## config.mk

```make
export PLATFORM = sky130hd
export DESIGN_NAME = ffha_ctrl
export DESIGN_NICKNAME = d
export VERILOG_FILES = /design/src/sv/ffha_pkg.sv /design/src/sv/ffha_ctrl.sv
export SDC_FILE = /design/constraint.sdc
export NUM_CORES = 1
export LEC_CHECK = 0
export BUFFER_PORTS_ARGS = -buffer_cell sky130_fd_sc_hd__buf_2
export CELL_PAD_IN_SITES_DETAIL_PLACEMENT = 1
export CELL_PAD_IN_SITES_GLOBAL_PLACEMENT = 2
export CORE_MARGIN = 8
export CORE_UTILIZATION = 38
export CTS_CLUSTER_SIZE = 30
export DETAILED_ROUTE_END_ITERATION = 16
export GPL_TIMING_DRIVEN = 0
export HOLD_SLACK_MARGIN = 0.03
export PLACE_DENSITY = 0.82
export SYNTH_ARGS = -nofsm -noshare
export SYNTH_HDL_FRONTEND = slang
export SYNTH_SLANG_ARGS = --single-unit
```

## constraint.sdc

```tcl
create_clock -name clk_i -period 7.5 [get_ports clk_i]
set_input_delay 0.75 -clock clk_i [delete_from_list [all_inputs] [get_ports clk_i]]
set_output_delay 0.75 -clock clk_i [all_outputs]
set_load 0.005 [all_outputs]
```

## src/sv/ffha_pkg.sv

```systemverilog
// Shared types and constants for the first-fit heap allocator.
// Holds the block header layout, the memory request and the result record.
// No dependencies.
package ffha_pkg;

  localparam int ARENA_BYTES    = 4096;
  localparam int NWORDS         = ARENA_BYTES / 4;
  localparam int AW             = $clog2(NWORDS);
  localparam int SW             = 12;
  localparam int HDR_BYTES      = 20;
  localparam int HDR_WORDS      = 5;
  localparam int RESERVED_BYTES = 24;
  localparam int INIT_FREE      = ARENA_BYTES - HDR_BYTES - RESERVED_BYTES;

  typedef struct packed {
    logic [SW-1:0] size;
    logic [AW-1:0] prev;
    logic [AW-1:0] next;
    logic          has_prev;
    logic          has_next;
    logic          used;
    logic          live;
  } hdr_t;

  typedef struct packed {
    logic          we;
    logic [AW-1:0] addr;
    hdr_t          wdata;
  } mem_req_t;

  typedef enum logic [1:0] {
    ST_OK       = 2'd0,
    ST_BAD_SIZE = 2'd1,
    ST_NO_FIT   = 2'd2
  } status_e;

  typedef enum logic {
    KIND_ALLOC = 1'b0,
    KIND_FREE  = 1'b1
  } kind_e;

  typedef struct packed {
    status_e     status;
    logic [9:0]  payload_offset;
    logic [11:0] used_bytes;
    logic [11:0] free_bytes;
    logic [9:0]  block_count;
    logic [11:0] smallest_free;
    logic [11:0] largest_free;
  } result_t;

  typedef enum logic [4:0] {
    S_CLEAR, S_IDLE,
    S_A_FIT, S_A_WRB, S_A_RDN, S_A_WRN,
    S_F_HDR, S_F_PRV, S_F_NXG, S_F_NXT, S_F_RNN, S_F_WNN, S_F_WK, S_F_WH,
    S_SCAN_GO, S_SCAN, S_DONE
  } fsm_e;

endpackage

```

## src/sv/ffha_ctrl.sv

```systemverilog
// Sequencer for allocate, free and the free-chunk scan over the block chain.
// Drives the header memory port; uses ffha_pkg.
module ffha_ctrl import ffha_pkg::*; (
  input  logic        clk_i,
  input  logic        rst_ni,
  input  logic        start_i,
  input  kind_e       kind_i,
  input  logic [12:0] alloc_bytes_i,
  input  logic [9:0]  handle_i,
  output logic        idle_o,
  output logic        res_valid_o,
  input  logic        res_ready_i,
  output result_t     res_o,
  output mem_req_t    mem_req_o,
  input  hdr_t        mem_rdata_i
);

  fsm_e          state_q, state_d;
  logic [AW-1:0] clr_q, clr_d;
  logic [AW-1:0] cur_q, cur_d;
  logic [12:0]   req_q, req_d;
  logic [AW-1:0] hi_q, hi_d;
  hdr_t          b_q, b_d;
  logic [AW-1:0] hs_q, hs_d;
  hdr_t          h_q, h_d;
  hdr_t          k_q, k_d;
  logic [AW-1:0] keep_q, keep_d;
  logic          merged_q, merged_d;
  logic [AW-1:0] nn_q, nn_d;
  status_e       status_q, status_d;
  logic [9:0]    off_q, off_d;
  logic [12:0]   used_q, used_d;
  logic [12:0]   free_q, free_d;
  logic [9:0]    blocks_q, blocks_d;
  logic [SW-1:0] mn_q, mn_d;
  logic [SW-1:0] mx_q, mx_d;
  logic          sc_found_q, sc_found_d;
  logic [SW-1:0] sc_mn_q, sc_mn_d;
  logic [SW-1:0] sc_mx_q, sc_mx_d;

  hdr_t          rd;
  hdr_t          init_hdr;
  logic          fit_ok;
  logic [11:0]   h_sum;
  logic [12:0]   slack;
  logic          no_split;
  logic [SW-1:0] cand_mn, cand_mx;
  logic          cand_found;
  logic          scan_end;
  logic          size_bad;
  logic          handle_bad;

  assign rd       = mem_rdata_i;
  assign fit_ok   = rd.live && !rd.used && ({1'b0, rd.size} >= req_q);
  assign h_sum    = {2'b00, cur_q} + 12'(HDR_WORDS) + {1'b0, req_q[12:2]};
  assign slack    = {1'b0, rd.size} - req_q;
  assign no_split = (slack <= 13'(HDR_BYTES)) || (h_sum[11:AW] != '0);
  assign size_bad   = (alloc_bytes_i[2:0] != 3'd0);
  assign handle_bad = (handle_i < 10'(HDR_WORDS));
  assign scan_end = !rd.live || !rd.has_next;

  always_comb begin
    init_hdr      = '0;
    init_hdr.size = SW'(INIT_FREE);
    init_hdr.live = 1'b1;
  end

  // Fold the current chain entry, if it is a free block, into the running min and max.
  always_comb begin
    cand_mn    = sc_mn_q;
    cand_mx    = sc_mx_q;
    cand_found = sc_found_q;
    if (rd.live && !rd.used) begin
      if (!sc_found_q || rd.size < sc_mn_q) begin
        cand_mn = rd.size;
      end
      if (rd.size > sc_mx_q) begin
        cand_mx = rd.size;
      end
      cand_found = 1'b1;
    end
  end

  // Next state
  always_comb begin
    state_d = state_q;
    case (state_q)
      S_CLEAR: begin
        if (clr_q == AW'(NWORDS - 1)) state_d = S_IDLE;
      end
      S_IDLE: begin
        if (start_i) begin
          if (kind_i == KIND_ALLOC) begin
            state_d = size_bad ? S_DONE : S_A_FIT;
          end else begin
            state_d = handle_bad ? S_DONE : S_F_HDR;
          end
        end
      end
      S_A_FIT: begin
        if (!rd.live) begin
          state_d = S_DONE;
        end else if (fit_ok) begin
          state_d = no_split ? S_SCAN_GO : S_A_WRB;
        end else if (!rd.has_next) begin
          state_d = S_DONE;
        end
      end
      S_A_WRB: state_d = b_q.has_next ? S_A_RDN : S_SCAN_GO;
      S_A_RDN: state_d = S_A_WRN;
      S_A_WRN: state_d = S_SCAN_GO;
      S_F_HDR: begin
        if (!rd.live || !rd.used) begin
          state_d = S_DONE;
        end else begin
          state_d = rd.has_prev ? S_F_PRV : S_F_NXG;
        end
      end
      S_F_PRV: state_d = S_F_NXG;
      S_F_NXG: state_d = h_q.has_next ? S_F_NXT : S_F_WK;
      S_F_NXT: state_d = (!rd.used && rd.has_next) ? S_F_RNN : S_F_WK;
      S_F_RNN: state_d = S_F_WNN;
      S_F_WNN: state_d = S_F_WK;
      S_F_WK:  state_d = merged_q ? S_F_WH : S_SCAN_GO;
      S_F_WH:  state_d = S_SCAN_GO;
      S_SCAN_GO: state_d = S_SCAN;
      S_SCAN: begin
        if (scan_end) state_d = S_DONE;
      end
      S_DONE: begin
        if (res_ready_i) state_d = S_IDLE;
      end
      default: state_d = S_IDLE;
    endcase
  end

  // Memory port and datapath
  always_comb begin
    mem_req_o  = '0;
    mem_req_o.addr = cur_q;
    clr_d      = clr_q;
    cur_d      = cur_q;
    req_d      = req_q;
    hi_d       = hi_q;
    b_d        = b_q;
    hs_d       = hs_q;
    h_d        = h_q;
    k_d        = k_q;
    keep_d     = keep_q;
    merged_d   = merged_q;
    nn_d       = nn_q;
    status_d   = status_q;
    off_d      = off_q;
    used_d     = used_q;
    free_d     = free_q;
    blocks_d   = blocks_q;
    mn_d       = mn_q;
    mx_d       = mx_q;
    sc_found_d = sc_found_q;
    sc_mn_d    = sc_mn_q;
    sc_mx_d    = sc_mx_q;
    case (state_q)
      S_CLEAR: begin
        mem_req_o.we    = 1'b1;
        mem_req_o.addr  = clr_q;
        mem_req_o.wdata = (clr_q == '0) ? init_hdr : '0;
        clr_d           = clr_q + AW'(1);
      end
      S_IDLE: begin
        if (start_i) begin
          req_d    = alloc_bytes_i;
          hi_d     = AW'(handle_i - 10'(HDR_WORDS));
          status_d = ST_OK;
          off_d    = '0;
          cur_d    = '0;
          if (kind_i == KIND_ALLOC) begin
            mem_req_o.addr = '0;
            if (size_bad) status_d = ST_BAD_SIZE;
          end else begin
            mem_req_o.addr = AW'(handle_i - 10'(HDR_WORDS));
          end
        end
      end
      S_A_FIT: begin
        if (!rd.live) begin
          status_d = ST_NO_FIT;
        end else if (fit_ok) begin
          blocks_d = blocks_q + 10'd1;
          off_d    = 10'(cur_q + AW'(HDR_WORDS));
          b_d      = rd;
          b_d.used = 1'b1;
          hs_d     = h_sum[AW-1:0];
          if (no_split) begin
            free_d = free_q - {1'b0, rd.size};
            used_d = used_q + {1'b0, rd.size};
            mem_req_o.we    = 1'b1;
            mem_req_o.addr  = cur_q;
            mem_req_o.wdata = b_d;
          end else begin
            free_d = free_q - (req_q + 13'(HDR_BYTES));
            used_d = used_q + (req_q + 13'(HDR_BYTES));
            mem_req_o.we             = 1'b1;
            mem_req_o.addr           = h_sum[AW-1:0];
            mem_req_o.wdata.size     = SW'(slack - 13'(HDR_BYTES));
            mem_req_o.wdata.prev     = cur_q;
            mem_req_o.wdata.has_prev = 1'b1;
            mem_req_o.wdata.next     = rd.next;
            mem_req_o.wdata.has_next = rd.has_next;
            mem_req_o.wdata.used     = 1'b0;
            mem_req_o.wdata.live     = 1'b1;
          end
        end else if (!rd.has_next) begin
          status_d = ST_NO_FIT;
        end else begin
          cur_d          = rd.next;
          mem_req_o.addr = rd.next;
        end
      end
      S_A_WRB: begin
        mem_req_o.we             = 1'b1;
        mem_req_o.addr           = cur_q;
        mem_req_o.wdata          = b_q;
        mem_req_o.wdata.size     = SW'(req_q);
        mem_req_o.wdata.next     = hs_q;
        mem_req_o.wdata.has_next = 1'b1;
      end
      S_A_RDN: begin
        mem_req_o.addr = b_q.next;
      end
      S_A_WRN: begin
        mem_req_o.we             = 1'b1;
        mem_req_o.addr           = b_q.next;
        mem_req_o.wdata          = rd;
        mem_req_o.wdata.prev     = hs_q;
        mem_req_o.wdata.has_prev = 1'b1;
      end
      S_F_HDR: begin
        if (rd.live && rd.used) begin
          free_d   = free_q + {1'b0, rd.size};
          used_d   = used_q - {1'b0, rd.size};
          blocks_d = blocks_q - 10'd1;
          h_d      = rd;
          h_d.used = 1'b0;
          k_d      = h_d;
          keep_d   = hi_q;
          merged_d = 1'b0;
          mem_req_o.addr = rd.prev;
        end
      end
      S_F_PRV: begin
        if (!rd.used) begin
          k_d          = rd;
          k_d.next     = h_q.next;
          k_d.has_next = h_q.has_next;
          k_d.size     = rd.size + h_q.size + SW'(HDR_BYTES);
          keep_d       = h_q.prev;
          merged_d     = 1'b1;
          free_d       = free_q + 13'(HDR_BYTES);
          used_d       = used_q - 13'(HDR_BYTES);
        end
      end
      S_F_NXG: begin
        mem_req_o.addr = h_q.next;
      end
      S_F_NXT: begin
        // Relink the successor; drop it when it folds into the kept block.
        mem_req_o.we             = 1'b1;
        mem_req_o.addr           = h_q.next;
        mem_req_o.wdata          = rd;
        mem_req_o.wdata.prev     = keep_q;
        mem_req_o.wdata.has_prev = 1'b1;
        if (!rd.used) begin
          mem_req_o.wdata.live = 1'b0;
          k_d.size     = k_q.size + rd.size + SW'(HDR_BYTES);
          k_d.next     = rd.next;
          k_d.has_next = rd.has_next;
          nn_d         = rd.next;
          free_d       = free_q + 13'(HDR_BYTES);
          used_d       = used_q - 13'(HDR_BYTES);
        end
      end
      S_F_RNN: begin
        mem_req_o.addr = nn_q;
      end
      S_F_WNN: begin
        mem_req_o.we             = 1'b1;
        mem_req_o.addr           = nn_q;
        mem_req_o.wdata          = rd;
        mem_req_o.wdata.prev     = keep_q;
        mem_req_o.wdata.has_prev = 1'b1;
      end
      S_F_WK: begin
        mem_req_o.we    = 1'b1;
        mem_req_o.addr  = keep_q;
        mem_req_o.wdata = k_q;
      end
      S_F_WH: begin
        mem_req_o.we         = 1'b1;
        mem_req_o.addr       = hi_q;
        mem_req_o.wdata      = h_q;
        mem_req_o.wdata.live = 1'b0;
      end
      S_SCAN_GO: begin
        mem_req_o.addr = '0;
        sc_found_d     = 1'b0;
        sc_mn_d        = '0;
        sc_mx_d        = '0;
      end
      S_SCAN: begin
        sc_found_d = cand_found;
        sc_mn_d    = cand_mn;
        sc_mx_d    = cand_mx;
        mem_req_o.addr = rd.next;
        if (scan_end) begin
          mn_d = cand_found ? cand_mn : '0;
          mx_d = cand_mx;
        end
      end
      default: begin
      end
    endcase
  end

  always_ff @(posedge clk_i or negedge rst_ni) begin
    if (!rst_ni) begin
      state_q    <= S_CLEAR;
      clr_q      <= '0;
      used_q     <= 13'(HDR_BYTES);
      free_q     <= 13'(INIT_FREE);
      blocks_q   <= '0;
      mn_q       <= SW'(INIT_FREE);
      mx_q       <= SW'(INIT_FREE);
      merged_q   <= 1'b0;
      status_q   <= ST_OK;
      off_q      <= '0;
    end else begin
      state_q    <= state_d;
      clr_q      <= clr_d;
      used_q     <= used_d;
      free_q     <= free_d;
      blocks_q   <= blocks_d;
      mn_q       <= mn_d;
      mx_q       <= mx_d;
      merged_q   <= merged_d;
      status_q   <= status_d;
      off_q      <= off_d;
    end
  end

  always_ff @(posedge clk_i) begin
    cur_q      <= cur_d;
    req_q      <= req_d;
    hi_q       <= hi_d;
    b_q        <= b_d;
    hs_q       <= hs_d;
    h_q        <= h_d;
    k_q        <= k_d;
    keep_q     <= keep_d;
    nn_q       <= nn_d;
    sc_found_q <= sc_found_d;
    sc_mn_q    <= sc_mn_d;
    sc_mx_q    <= sc_mx_d;
  end

  assign idle_o      = (state_q == S_IDLE);
  assign res_valid_o = (state_q == S_DONE);

  always_comb begin
    res_o.status         = status_q;
    res_o.payload_offset = off_q;
    res_o.used_bytes     = used_q[11:0];
    res_o.free_bytes     = free_q[11:0];
    res_o.block_count    = blocks_q;
    res_o.smallest_free  = mn_q;
    res_o.largest_free   = mx_q;
  end

endmodule

```

# After elaboration in Yosys (flattened, before gate mapping)
# Index checks and enable logic that the tools add are counted.
dict set report word_totals {
  reg_bits 268
  in_bits 64
  out_inout_bits 119
  wordCells 223
}
dict set report classes {
  add_sub_neg 22
  magnitude_cmp 5
  n_eq_ne 31
  muxes 88
  bitwise 1
  reduce_logical 41
}
# cell n
set op_table {}
lappend op_table {{one-hot mux 36 bit (8 select lines)} 1}
lappend op_table {{2-to-1 mux 10 bit} 16}
lappend op_table {{2-to-1 mux 36 bit} 4}
lappend op_table {{2-to-1 mux 13 bit} 10}
lappend op_table {{one-hot mux 10 bit (11 select lines)} 1}
lappend op_table {{one-hot mux 10 bit (2 select lines)} 5}
lappend op_table {{one-hot mux 5 bit (16 select lines)} 1}
lappend op_table {{one-hot mux 13 bit (3 select lines)} 2}
lappend op_table {{2-to-1 mux 12 bit} 6}
lappend op_table {{2-to-1 mux 5 bit} 11}
lappend op_table {{one-hot mux 12 bit (2 select lines)} 2}
lappend op_table {{2-to-1 mux 47 bit} 1}
lappend op_table {{2-to-1 mux 46 bit} 1}
lappend op_table {{equality test 5 x 4 -> 1 bit (second input constant)} 8}
lappend op_table {{one-hot mux 12 bit (3 select lines)} 1}
lappend op_table {{one-hot mux 10 bit (3 select lines)} 1}
lappend op_table {{adder 13 x 12 -> 13 bit} 2}
lappend op_table {{adder 13 x 5 -> 13 bit (second input constant)} 2}
lappend op_table {{subtractor 13 x 12 -> 13 bit} 2}
lappend op_table {{adder 12 bit} 2}
lappend op_table {{adder 12 x 5 -> 12 bit (second input constant)} 2}
lappend op_table {{adder 10 x 1 -> 10 bit (second input constant)} 2}
lappend op_table {{equality test 5 x 3 -> 1 bit (second input constant)} 4}
lappend op_table {{inequality test 2 bit (second input constant)} 10}
lappend op_table {{other kinds (43)} 91}

# Longest topological paths before layout
# Gate-level depths: netlist of run 1.
dict set report depth {
  depth_word 8
  depth_mapped 32
}

# Least setup slack after synthesis of run 1
# OpenSTA, ideal clock, no wires.
dict set report synth_path {
  path_type {input -> register}
  from {in mem_rdata_i[24] (netlist bit)}
  to {reg free_q[11]}
  setup_ns 0.081
  arrival_ns 6.754
  t_required_ns 7.419
  setup_slack_ns 0.665
  path_stages 29
  n_path_buf 2
  path_cell_list {inv_1 ha_1 fa_1 nand2b_1 a211oi_1 nor4_1 a2111oi_2 nor4_2 a41oi_2 buf_4 buf_2 mux2i_1 ha_1 inv_1 or3_1 or3_1 or2_2 nor2_1 o31ai_1 o31ai_1 nand2_1 ha_1 a21oi_1 nor4b_1 o31ai_4 xnor2_1 a21oi_1 o211ai_2 xnor2_1}
}
dict set report synth_via {
  elab_chain_len 7
}
# element line_no
set synth_rtl {}
lappend synth_rtl {{from (decl)} ffha_ctrl.sv:15} ;# input hdr_t mem_rdata_i
lappend synth_rtl {{subtractor 12 x 13 -> 13 bit} ffha_ctrl.sv:56} ;# assign slack = {1'b0, rd.size} - req_q;
lappend synth_rtl {{less-or-equal comparator 13 x 5 -> 1 bit} ffha_ctrl.sv:57} ;# assign no_split = (slack <= 13'(HDR_BYTES)) || (h_sum[11:AW] != '0);
lappend synth_rtl {{logical OR 1 bit} ffha_ctrl.sv:57}
lappend synth_rtl {{2-to-1 mux 13 bit} ffha_ctrl.sv:193} ;# if (no_split) begin
lappend synth_rtl {{2-to-1 mux 13 bit} ffha_ctrl.sv:187} ;# end else if (fit_ok) begin
lappend synth_rtl {{2-to-1 mux 13 bit} ffha_ctrl.sv:185} ;# if (!rd.live) begin
lappend synth_rtl {{one-hot mux 13 bit (3 select lines)} ffha_ctrl.sv:162} ;# case (state_q)
lappend synth_rtl {{to (signal assigned)} ffha_ctrl.sv:329} ;# free_q <= 13'(INIT_FREE);
lappend synth_rtl {{to (signal assigned)} ffha_ctrl.sv:340} ;# free_q <= free_d;
lappend synth_rtl {{to (decl)} ffha_ctrl.sv:33} ;# logic [12:0] free_q, free_d;
# Several ways; a longest one is shown, not always the timed one. The select of a mux whose other input is x is not followed.
# A chain may end at the register's enable or synchronous reset.

# Final worst setup path of run 1
dict set report layout_path {
  from {in mem_rdata_i[24] (netlist bit)}
  to {reg used_q[11]}
}
dict set report layout_via {
  elab_chain_len 7
}
# element line_no
set layout_rtl {}
lappend layout_rtl {{subtractor 12 x 13 -> 13 bit} ffha_ctrl.sv:56}
lappend layout_rtl {{less-or-equal comparator 13 x 5 -> 1 bit} ffha_ctrl.sv:57}
lappend layout_rtl {{logical OR 1 bit} ffha_ctrl.sv:57}
lappend layout_rtl {{2-to-1 mux 13 bit} ffha_ctrl.sv:193}
lappend layout_rtl {{2-to-1 mux 13 bit} ffha_ctrl.sv:187}
lappend layout_rtl {{2-to-1 mux 13 bit} ffha_ctrl.sv:185}
lappend layout_rtl {{one-hot mux 13 bit (3 select lines)} ffha_ctrl.sv:162}
lappend layout_rtl {{to (signal assigned)} ffha_ctrl.sv:328} ;# used_q <= 13'(HDR_BYTES);
lappend layout_rtl {{to (signal assigned)} ffha_ctrl.sv:339} ;# used_q <= used_d;
lappend layout_rtl {{to (decl)} ffha_ctrl.sv:32} ;# logic [12:0] used_q, used_d;
# Several ways; a longest one is shown, not always the timed one. The select of a mux whose other input is x is not followed.

==> results of run 1 <==
-- layout by cell type, fill, tap and decap left out, types with 16 or more instances in the layout --
| cell | count |
|---|---|
| a21o_1 | 24 |
| clkbuf_1 | 86 |
| nor2_1 | 141 |
| o21ai_0 | 74 |
| nand2_1 | 237 |
| ha_1 | 138 |
| edfxtp_1 | 179 |
| buf_4 | 18 |
| buf_2 | 186 |
| a22oi_1 | 22 |
| nor3_1 | 44 |
| o21ai_1 | 53 |
| o22ai_1 | 23 |
| dfstp_2 | 26 |
| mux2i_1 | 52 |
| dfrtp_1 | 60 |
| o211ai_1 | 20 |
| inv_1 | 107 |
| a222oi_1 | 45 |
| nand3_1 | 38 |
| clkbuf_16 | 36 |
| a221oi_1 | 16 |
| a21oi_1 | 96 |
| xnor2_1 | 72 |
| xor2_1 | 34 |
-- state kept, by name, indices dropped and copies added, names as in the netlist, 12 cells and up --
| name | flops |
|---|---|
| mx_q | 12 |
| h_q | 34 |
| sc_mx_q | 12 |
| req_q | 13 |
| mn_q | 12 |
| free_q | 12 |
| used_q | 12 |
| b_q | 22 |
| sc_mn_q | 12 |
| k_q | 35 |
-- layout make-up --
class / count / area, um2 / share of cell area
sequential: 265 / 7560 / 0.363
timing repair buffer: 201 / 1090 / 0.0523
clock inverter: 13 / 143 / 0.00684
inverter: 115 / 432 / 0.0207
multi-input combinational: 1379 / 9510 / 0.456
buffer: 89 / 382 / 0.0183
tap: 607 / 759 / 0.0364
clock buffer: 49 / 980 / 0.0470
-- critical path, delay by kind of cell --
kind	cells	cell delay (ps)
muxes	1	190
xor gates and xnor gates	2	360
buffers and inverters	6	1070
adders and majority gates	4	1200
and+or+nand+nor	9	2250
AOI/OAI and AO/OA	9	1720
-- repair_timing --
action,CTS,global route
pin swaps,2,7
endpoints found under the setup margin,7,4
buffers inserted,6,8
gates resized for setup,11,13
endpoints found under the hold margin,0,0
-- synth_stat cells (53+ instances only) --
| cell type | number | area (um2) |
|---|---|---|
| mux2i_1 | 53 | 531 |
| inv_1 | 108 | 405 |
| nor2_1 | 142 | 533 |
| dfrtp_1 | 60 | 1500 |
| ha_1 | 139 | 1740 |
| nand2_1 | 237 | 890 |
| edfxtp_1 | 179 | 5380 |
| o21ai_1 | 53 | 265 |
| xnor2_1 | 72 | 631 |
| clkbuf_1 | 79 | 297 |
| a21oi_1 | 97 | 485 |
| o21ai_0 | 75 | 375 |
-- cell families (layout without fill, tap and decap cells) --
family | after synthesis | count (layout) | synth area share
AOI/OAI and AO/OA | 490 | 490 | 0.187
xor gates and xnor gates | 106 | 106 | 0.0523
muxes | 63 | 63 | 0.0362
buffers and inverters | 206 | 467 | 0.0450
and+or+nand+nor | 574 | 574 | 0.148
adders and majority gates | 146 | 146 | 0.106
DFF | 265 | 265 | 0.426
-- per-stage QoR --
stage	setup slack, ps	hold WS [ps]	instances
2_1_floorplan	665	454	1850
3_3_place_gp	-1290	455	2638
3_5_place_dp	-1290	452	2644
4_1_cts	22.7	161	2710
5_1_grt	4.14	186	2718
6_report	331	164	2718
-- worst min path at each step --
stage	start	to	slack (ps)	cells past startpoint
floorplan	rst_ni	blocks_q[0]	450	0
global placement	mn_q[6]	mn_q[6]	450	2
detailed placement	blocks_q[9]	blocks_q[9]	450	1
CTS	rst_ni	clr_q[1]	160	1
global route	rst_ni	clr_q[1]	190	1
finish	rst_ni	clr_q[1]	160	1
-- power breakdown --
| part | internal [mW] | switching (mW) |
|---|---|---|
| sequential | 1.85 | 0.235 |
| combinational | 1.39 | 2.22 |
| clock | 0.957 | 0.707 |
-- per-layer routing --
layer,wire (um),GRT usage,up-vias
met3,5430,0.0436,155
li1,-,-,7326
met1,28700,0.325,8228
met5,0,0,-
met2,34800,0.438,695
met4,3010,0.113,0
==> results.sh, run 1 <==
export IMPL_track_usage=0.260
export IMPL_slowest_stage="fa_1"
export IMPL_clock_latency_ps=570
export IMPL_die_x_um=232
export IMPL_diodes=0
export IMPL_cts_tree="done"
export IMPL_clkTransAtPathRegs_ps=60
export IMPL_setup_tns_ps=0
export IMPL_via_per_inst=6.04
export IMPL_syn_area_um2=17800
export IMPL_postCtsHoldBufs=0
export IMPL_final_core_util=0.450
export IMPL_worstHoldPathType="input pin to asynchronous set/reset pin"
export IMPL_leakage_nw=8.65
export IMPL_cp_start_kind="input pin"
export IMPL_core_area_um2=46400
export IMPL_rows=79
export IMPL_ios=183
export IMPL_die_area_um2=53900
export IMPL_crit_type="input pin to flop"
export IMPL_dr_first_iter_drc_count=1609
export IMPL_slew_headroom=0.113
export IMPL_max_stage_delay_ps=410
export IMPL_yosysUniqueCellTypes=80
export IMPL_wl_per_cell_um=26.5
export IMPL_cts_sinks=265
export IMPL_cts_buffers=34
export IMPL_synthArstFlopShare=0.325
export IMPL_wl_um=72000
export IMPL_critPathArrivalTime_ps=7580
export IMPL_yosys_register_bits=265
export IMPL_ctsLongestPathBuffers=3
export IMPL_root_buffer="clkbuf_16"
export IMPL_status="finished clean"
export IMPL_r2r_start="req_q[3]"
export IMPL_synthCells=1850
export IMPL_final_layout_size_suffix_gt1_frac=0.159
export IMPL_fillCellCount=5285
export IMPL_grt_max_degree=58
export IMPL_htreeDepth=2
export IMPL_dp_hpwl_um=54300
export IMPL_r2r_setup_slack_ps=400
export IMPL_slew_viol_final=0
export IMPL_fin_nets=2295
export IMPL_route_detailed_drc=0
export IMPL_crit_start="mem_rdata_i[24]"
export IMPL_synth_main_ff_cell="edfxtp_1"
export IMPL_dpl_cell_area_um2=19500
export IMPL_max_freq_ghz=0.139
export IMPL_synth_edff_count=179
export IMPL_portBuffers=181
export IMPL_cp_max_fo=11
export IMPL_seq_area_frac_synth=0.426
export IMPL_critPathRequiredTime_ps=7910
export IMPL_max_cap_violations=0
export IMPL_die_h_um=232
export IMPL_setup_viol=0
export IMPL_syn_nets=2060
export IMPL_final_setup_skew_ps=30.2
export IMPL_period_share=0.956
export IMPL_antenna_found_initial=2
export IMPL_end_kind="flop"
export IMPL_crit_path_end="used_q[11]"
export IMPL_tightest_slew_ps=1330
export IMPL_finalCriticalPeriod_ps=7170
export IMPL_total_power_mw=7.35
export IMPL_fin_area_um2=20900
export IMPL_finalHoldViolCount=0
export IMPL_vias=16400
export IMPL_peakVddDrop_mv=0.151
export IMPL_rr_endpoint="used_q[11]"
export IMPL_yosys_warnings=0
export IMPL_ant_nets=0
export IMPL_p_per_area_nw_per_um2=352
export IMPL_overflow=0
export IMPL_grt_pass1_wl_um=107000
export IMPL_area_growth_pct=17.4
export IMPL_rsz0062_at_grt="no"
export IMPL_initial_core_util=0.383
export IMPL_r2r_cells=29
export IMPL_grt_pass1_vias=17100
export IMPL_gp_congestion=0.906
export IMPL_first_pass_iters=6
export IMPL_syn_area_per_cell_um2=9.60
Power figures use the tool's default switching activity.
==> run 2: changes to the inputs <==
Settings changed: CORE_MARGIN 8 to 1.
==> results.sh, run 2 (same netlist as run 1, synthesis figures left out) <==
export IMPL_status="finished clean"
export IMPL_clkTransAtPathRegs_ps=60
export IMPL_max_cap_violations=0
export IMPL_finalHoldViolCount=0
export IMPL_fin_nets=2297
export IMPL_antenna_found_initial=0
export IMPL_ant_nets=0
export IMPL_crit_type="input pin to flop"
export IMPL_final_common_cell="nand2_1"
export IMPL_dr_wl_met3_um=4590
export IMPL_dp_hpwl_um=52900
export IMPL_vias=16500
export IMPL_largestRegisters="k_q x35, h_q x34, b_q x22"
export IMPL_tightest_slew_ps=1380
export IMPL_wl_per_cell_um=26.1
export IMPL_portBuffers=181
export IMPL_max_freq_ghz=0.139
export IMPL_via_per_inst=6.07
export IMPL_dr_first_iter_drc_count=1493
export IMPL_rows=78
export IMPL_diodes=0
export IMPL_setup_viol=0
export IMPL_maxUsedRoutingLayer="met4"
export IMPL_route_detailed_drc=0
export IMPL_core_area_um2=45800
export IMPL_wl_um=70700
export IMPL_die_x_um=218
export IMPL_final_setup_skew_ps=36.2
export IMPL_ios=183
export IMPL_track_usage=0.296
export IMPL_initial_core_util=0.388
export IMPL_critPathArrivalTime_ps=7600
export IMPL_first_pass_iters=8
export IMPL_cts_buffers=34
export IMPL_peakVddDrop_mv=0.257
export IMPL_die_area_um2=47600
export IMPL_regMostFlops="k_q"
export IMPL_root_buffer="clkbuf_16"
export IMPL_overflow=0
export IMPL_gp_congestion=0.903
export IMPL_htreeDepth=2
export IMPL_finalCriticalPeriod_ps=7190
export IMPL_critPathRequiredTime_ps=7920
export IMPL_cp_max_fo=11
export IMPL_die_h_um=218
export IMPL_layout_common_cells="nand2_1 (237), buf_2 (183), edfxtp_1 (179), nor2_1 (141), ha_1 (137)"
export IMPL_cp_start_kind="input pin"
export IMPL_rsz0062_at_grt="no"
export IMPL_worstHoldPathType="input pin to asynchronous set/reset pin"
export IMPL_crit_family="compound AO/OA/AOI/OAI gates"
export IMPL_slowest_stage="fa_1"
export IMPL_cts_sinks=265
export IMPL_grt_pass1_vias=16900
export IMPL_wl_met1_um=28900
export IMPL_slew_headroom=0.0803
export IMPL_leakage_nw=8.69
export IMPL_final_layout_size_suffix_gt1_frac=0.163
export IMPL_period_share=0.958
export IMPL_largest_reg_flops=35
export IMPL_slew_viol_final=0
export IMPL_p_per_area_nw_per_um2=355
export IMPL_grt_pass1_wl_um=105000
export IMPL_total_power_mw=7.44
export IMPL_end_kind="flop"
export IMPL_area_growth_pct=18.1
export IMPL_setup_tns_ps=0
export IMPL_clock_latency_ps=570
export IMPL_ctsLongestPathBuffers=3
export IMPL_dr_wl_met2_um=33900
export IMPL_cts_tree="done"
export IMPL_max_stage_delay_ps=430
export IMPL_grt_max_degree=49
export IMPL_critical_path_buf_inv_count=5
==> run 2: cell types whose count changed in the layout (fill, tap and decap cells not counted), moves of 2 or more <==
cell / before / now
buf_2: 186 / 183
bufinv_16: 1 / 4
buf_12: 1 / 3
buf_4: 18 / 20
clkbuf_1: 86 / 84
clkbuf_16: 36 / 34
nor3_1: 44 / 42
nor3_2: 1 / 3
==> run 2: report_power, final <==
group,internal (mW),switching (mW),leakage [nW]
Combinational,1.42,2.20,5.42
Sequential,1.85,0.239,2.72
Clock,1.01,0.713,0.556
Total,4.28,3.15,8.69
==> run 2: worst paths after layout <==
check	cells past startpoint	endpoint	slack, ps	start
max	30	used_q[11]	310	mem_rdata_i[24]
min	1	blocks_q[0]	210	rst_ni
max reg2reg	31	used_q[11]	340	req_q[2]
min reg2reg	2	mn_q[7]	460	mn_q[7]
max in group asynchronous	2	mn_q[2]	6560	rst_ni
min in group clk_i	1	req_q[10]	380	alloc_bytes_i[10]
==> run 2: per-layer routing <==
layer | up-vias | GRT usage
li1 | 7326 | -
met1 | 8278 | 0.376
met2 | 714 | 0.494
met3 | 154 | 0.0387
met4 | 0 | 0.142
met5 | - | 0
==> run 2: cell type report <==
type	count	area (um2)
inverters	115	432
flip-flops and latches	265	7560
clock inverters	17	226
well taps	600	751
plain buffers	89	395
repair buffers	203	1140
fillers	5268	24800
clock buffers	45	922
multi-input cells	1379	9550
==> run 2: metrics by stage <==
stage	worst slack, ps	util	instance area, um2	hold WS, ps	std cells
final	314	0.458	21000	209	2713
after global routing	3.92	0.458	21000	252	2713
after detailed placement	-1550	0.427	19500	459	2636
after floorplan	665	-	17800	454	1850
after CTS	35.1	0.454	20800	217	2703
after global placement	-1470	0.424	19400	455	2631
==> run 2: repair_timing <==
item / in CTS / in global routing
gates resized for setup: 12 / 22
pin swaps: 3 / 9
setup endpoints to repair: 8 / 6
cloned: 0 / 0
hold buffers: 0 / 0
buffers inserted: 7 / 10
